$ cat src/sv/tun_pkg.sv
// ----------------------------------------------------------------------------
// tun_pkg: shared types and constants of the triangle unit-normal pipeline
// Widths of the normalized magnitudes, the squared sum and the root, and the
// side-band structures that travel with an item through the square-root and
// division pipelines.
// ----------------------------------------------------------------------------
package tun_pkg;

    localparam int COORD_BITS_DEF     = 16;
    localparam int NORM_FRAC_BITS_DEF = 14;
    localparam int OUT_BITS           = 16;

    // the largest magnitude after normalization lies in [2^29, 2^30), unless all are zero
    localparam int MAG_W  = 30;
    localparam int SQ_W   = 2 * MAG_W + 2;
    localparam int ROOT_W = SQ_W / 2;

    typedef logic [MAG_W-1:0] mag_t;

    typedef struct packed {
        logic       deg;
        logic [2:0] neg;
    } tun_flags_t;

    typedef struct packed {
        tun_flags_t      flags;
        logic [2:0][MAG_W-1:0] mag;
    } tun_side_t;

endpackage

$ cat src/sv/tun_isqrt.sv
// ----------------------------------------------------------------------------
// tun_isqrt: pipelined integer square root
// One result bit per register stage, digit by digit from the top, with the
// item's side-band carried along unchanged.
// ----------------------------------------------------------------------------
module tun_isqrt (
    input  logic                        clk,
    input  logic                        rst_n,
    input  logic                        en,
    input  logic                        in_vld,
    input  logic [tun_pkg::SQ_W-1:0]    sq,
    input  tun_pkg::tun_side_t          in_side,
    output logic                        out_vld,
    output logic [tun_pkg::ROOT_W-1:0]  root,
    output tun_pkg::tun_side_t          out_side
);
    import tun_pkg::*;

    localparam int RW = ROOT_W + 2;

    logic              vld_w  [ROOT_W+1];
    logic [RW-1:0]     rem_w  [ROOT_W+1];
    logic [ROOT_W-1:0] root_w [ROOT_W+1];
    logic [SQ_W-1:0]   rest_w [ROOT_W+1];
    tun_side_t         side_w [ROOT_W+1];

    assign vld_w[0]  = in_vld;
    assign rem_w[0]  = '0;
    assign root_w[0] = '0;
    assign rest_w[0] = sq;
    assign side_w[0] = in_side;

    for (genvar k = 0; k < ROOT_W; k++)
    begin : g_stage
        logic [RW+1:0]     r2;
        logic [RW+1:0]     trial;
        logic              ge;
        logic              vld_reg;
        logic [RW-1:0]     rem_reg;
        logic [ROOT_W-1:0] root_reg;
        logic [SQ_W-1:0]   rest_reg;
        tun_side_t         side_reg;

        always_comb
        begin
            r2    = {rem_w[k], rest_w[k][SQ_W-1 -: 2]};
            trial = {2'b00, root_w[k], 2'b01};
            ge    = (r2 >= trial);
        end

        always_ff @(posedge clk or negedge rst_n)
        begin
            if (!rst_n)
                vld_reg <= 1'b0;
            else if (en)
                vld_reg <= vld_w[k];
        end

        always_ff @(posedge clk)
        begin
            if (en)
            begin
                rem_reg  <= ge ? RW'(r2 - trial) : RW'(r2);
                root_reg <= {root_w[k][ROOT_W-2:0], ge};
                rest_reg <= rest_w[k] << 2;
                side_reg <= side_w[k];
            end
        end

        assign vld_w[k+1]  = vld_reg;
        assign rem_w[k+1]  = rem_reg;
        assign root_w[k+1] = root_reg;
        assign rest_w[k+1] = rest_reg;
        assign side_w[k+1] = side_reg;
    end

    assign out_vld  = vld_w[ROOT_W];
    assign root     = root_w[ROOT_W];
    assign out_side = side_w[ROOT_W];

endmodule

$ cat config.mk
export PLATFORM = sky130hd
export DESIGN_NAME = tun_isqrt
export DESIGN_NICKNAME = d
export VERILOG_FILES = /design/src/sv/tun_pkg.sv /design/src/sv/tun_isqrt.sv
export SDC_FILE = /design/constraint.sdc
export NUM_CORES = 2
export LEC_CHECK = 0
export BUFFER_PORTS_ARGS = -buffer_cell sky130_fd_sc_hd__buf_4
export CAP_MARGIN = 0
export CELL_PAD_IN_SITES_DETAIL_PLACEMENT = 1
export CELL_PAD_IN_SITES_GLOBAL_PLACEMENT = 1
export CORE_ASPECT_RATIO = 1.25
export CORE_MARGIN = 10
export CORE_UTILIZATION = 30
export CTS_BUF_LIST = sky130_fd_sc_hd__clkbuf_16
export CTS_CLUSTER_DIAMETER = 150
export DETAILED_ROUTE_END_ITERATION = 8
export PLACE_DENSITY = 0.51
export SYNTH_ARGS = -nofsm -noshare
export SYNTH_HDL_FRONTEND = slang
export SYNTH_SLANG_ARGS = --single-unit
$ cat constraint.sdc
create_clock -name clk -period 10.3 [get_ports clk]
set_clock_uncertainty 0.2 [all_clocks]
set_input_delay 2.06 -clock clk [delete_from_list [all_inputs] [get_ports clk]]
set_output_delay 2.06 -clock clk [all_outputs]
set_load 0.02 [all_outputs]
==> metrics.txt <==
status finished clean; clock sinks 5313; Post CTS Setup Buffer Count 0; crit path DAT 5000 ps; fin nets 13000; ratio of final minimum period to clock period 43.4%; worst-skew pair later-pin latency 1060 ps; mapped cell area 0.199 sq mm; Static Leakage 0.0826 uW; pwr dens 230 mW/mm^2; Post-Syn Instances 11500; grt ovf 0; top fanout value on the critical path 29; synthesized flop and latch total 5313; RePlAce Congestion 0.841; placed cell count 20500; P_int 40100 uW; final setup fails 0; CP Launch Type flop; Max clock buf depth 4; htree depth 6; fmax 224 MHz; dpl hpwl 253000 microns; starting density of the core 30.1%; Worst setup EP type flop; largest net degree at the start of global routing 172; Via density 4.37; Slew Viols, Final 0; Area Overhead vs Synth 16.2%; number of fill cells 66700; crit-path max cell delay 600 ps; first-pass GRT wire length 580000 microns; clock root buffer clkbuf_16; Psw 13200 uW; Setup TNS 0 ps; unrepaired setup endpoints after global routing false; core area 0.662 sq mm; mean post-synth cell area 17.3 sq um; Cell Chain, Critical Path or4_1, or3_1, nor3_1, o211a_1, nand2_1, a21oi_2, buf_4, inv_1, nor2_1, a21oi_1; Slowest cell on crit path nor3_1; Hold WC Path Type flop to flop; post-synth net total 12200; Std-Cell Rows 334; initial antenna violation count 16; Top-Level Pins 286; CTS Hold Bufs 0; VDD IR-drop max 0.155 mV; asr flop ratio synth 0.583%; Largest register FFs 2820; Logic pwr share 11.3%; final hold viol count 0; Crit path max-delay family simple AND/OR/NAND/NOR gates; Reg power frac 51.0%; CP bufs+invs 2; Final Non-Filler Cells 21500; post-synthesis sequential area ratio 80.0%; Buffers on Ports 285; synth unique cells 83; Routed WL 376000 microns; layout cell share with drive strength beyond 1 11.0%; post_cts resized 0; vias after detailed routing 94100; Chip Height 931 microns; Routed WL per cell 17.5 microns; Max Cap Viol 0; WS Path Type flop to flop; Num CTS Buffers 574; worst slew pin tran 1150 ps; fin util 35.0%; clock slew at reported path FFs 60 ps; DR iter-0 viols 5381; drt pass-1 iters 5; Post-DRT Antenna Nets 0; Sw Ratio 24.8%; die area 0.697 sq mm; Synth Warn # 0; Tot GR Track Use 10.4%; Required @ worst endpoint 10820 ps; Post-synth EDFFs 5282; Synth Flop Type edfxtp_1; number of global-route vias before repair 99700; TritonCTS clock tree done; Die W 749 microns; residual DRC count 0; Rel. slew slack 22.7%; post-layout minimum cycle time 4470 ps; clock share of power 37.8%
==> worst register-to-register path: stages, from the launching register on <==
cell      delay (ps)
edfxtp_1         480
or4_1            570
or3_1            380
nor3_1           600
o211a_1          350
nand2_1          110
a21oi_2          380
buf_4            310
inv_1            470
nor2_1           240
a21oi_1           70
==> layout by cell type, fill, tap and decap left out, drive strengths merged, types with 236 or more instances in the layout <==
| cell type | netlist | layout |
|---|---|---|
| o21ai | 429 | 429 |
| buf | 37 | 390 |
| nand2 | 514 | 514 |
| nor2 | 540 | 540 |
| inv | 675 | 814 |
| xor2 | 385 | 385 |
| a21oi | 495 | 495 |
| ha | 528 | 528 |
| a21o | 236 | 236 |
| clkbuf | 132 | 581 |
| clkinv | 1 | 252 |
| xnor2 | 383 | 383 |
| edfxtp | 5282 | 5282 |
==> cell type report <==
cell class              instances  area (sq um)  area share (%)
well taps                    8736         10900            4.72
clock inverters               452          4070            1.76
repair buffers                390          3200            1.38
inverters                     676          2540            1.10
multi-input cells            5357         36700            15.9
diodes                          7          17.5         0.00757
clock buffers                 581         14500            6.28
flip-flops and latches       5313        159000            68.9
==> power groups by stage <==
stage	sequential [uW]	clock, uW	combinational, uW
after global placement	27600	0	6000
after detailed placement	27700	0	6070
final	27200	20100	6000
after CTS	27200	21100	6100
after global routing	27400	21900	6730
after floorplan	27200	0	4090
==> synth_stat cells, drive strengths merged (11+ instances only) <==
library cell | count | area [sq um]
o41ai | 11 | 96.3
nor3 | 234 | 1170
buf | 37 | 173
nand2b | 94 | 588
ha | 528 | 6610
nand4b | 15 | 131
a311oi | 11 | 96.3
xnor2 | 383 | 3350
mux2i | 12 | 120
o21ai | 429 | 2150
o21a | 108 | 811
or3 | 105 | 662
nor2 | 540 | 2030
or4 | 67 | 510
xor2 | 385 | 3370
and2 | 31 | 194
a31oi | 56 | 350
o31a | 18 | 158
nor4b | 15 | 131
inv | 675 | 2530
nor3b | 18 | 135
dfrtp | 31 | 776
nand4 | 91 | 569
a21boi | 24 | 180
edfxtp | 5282 | 159000
o31ai | 59 | 443
clkbuf | 132 | 495
a211oi | 41 | 308
mux2 | 121 | 1360
o211ai | 35 | 268
nand2 | 514 | 1930
and3 | 52 | 325
a21o | 236 | 1770
o21bai | 57 | 428
a2111oi | 12 | 105
nor4 | 124 | 776
or2 | 54 | 338
o2111ai | 14 | 123
a21oi | 495 | 2480
nor2b | 75 | 469
nand3 | 134 | 676
nand3b | 26 | 195
==> metal layers <==
metal | global-route usage (%) | vias to the layer above | wire [microns]
li1 | - | 45500 | -
met1 | 10.9 | 46600 | 141000
met2 | 20.3 | 1190 | 206000
met3 | 1.81 | 808 | 13000
met4 | 4.19 | 0 | 15700
met5 | 0 | - | 0
==> per-stage QoR <==
step / hold slack, ps / instance area, sq um / worst slack (ps) / power (uW)
3_3_place_gp: 200 / 213000 / 5230 / 33600
5_1_grt: 191 / 231000 / 5530 / 56000
4_1_cts: 172 / 231000 / 5790 / 54400
6_report: 191 / 231000 / 5830 / 53300
2_1_floorplan: 200 / 199000 / 6630 / 31200
3_5_place_dp: 205 / 213000 / 5170 / 33700
==> final timing paths <==
kind	start	to	slack [ps]	cells after the start
max	g_stage[19].rem_reg[25]$_DFFE_PP_	g_stage[20].rem_reg[18]$_DFFE_PP_	5830	10
min	g_stage[10].rest_reg[49]$_DFFE_PP_	g_stage[11].rest_reg[51]$_DFFE_PP_	190	0
max reg2reg	g_stage[19].rem_reg[25]$_DFFE_PP_	g_stage[20].rem_reg[18]$_DFFE_PP_	5830	10
min reg2reg	g_stage[10].rest_reg[49]$_DFFE_PP_	g_stage[11].rest_reg[51]$_DFFE_PP_	190	0
max in group asynchronous	rst_n	g_stage[10].vld_reg$_DFFE_PN0P_	8870	1
min in group asynchronous	rst_n	out_vld$_DFFE_PN0P_	740	1
==> logic make-up after synthesis <==
kind of cell               share of synthesized area [%]
muxes                                              0.744
adders and majority gates                           3.32
other                                            0.00188
xor gates and xnor gates                            3.38
AOI/OAI and AO/OA                                   5.41
buffers and inverters                               1.61
DFF                                                 80.0
and+or+nand+nor                                     5.54
Note: power is estimated with default switching activity, not from simulation.
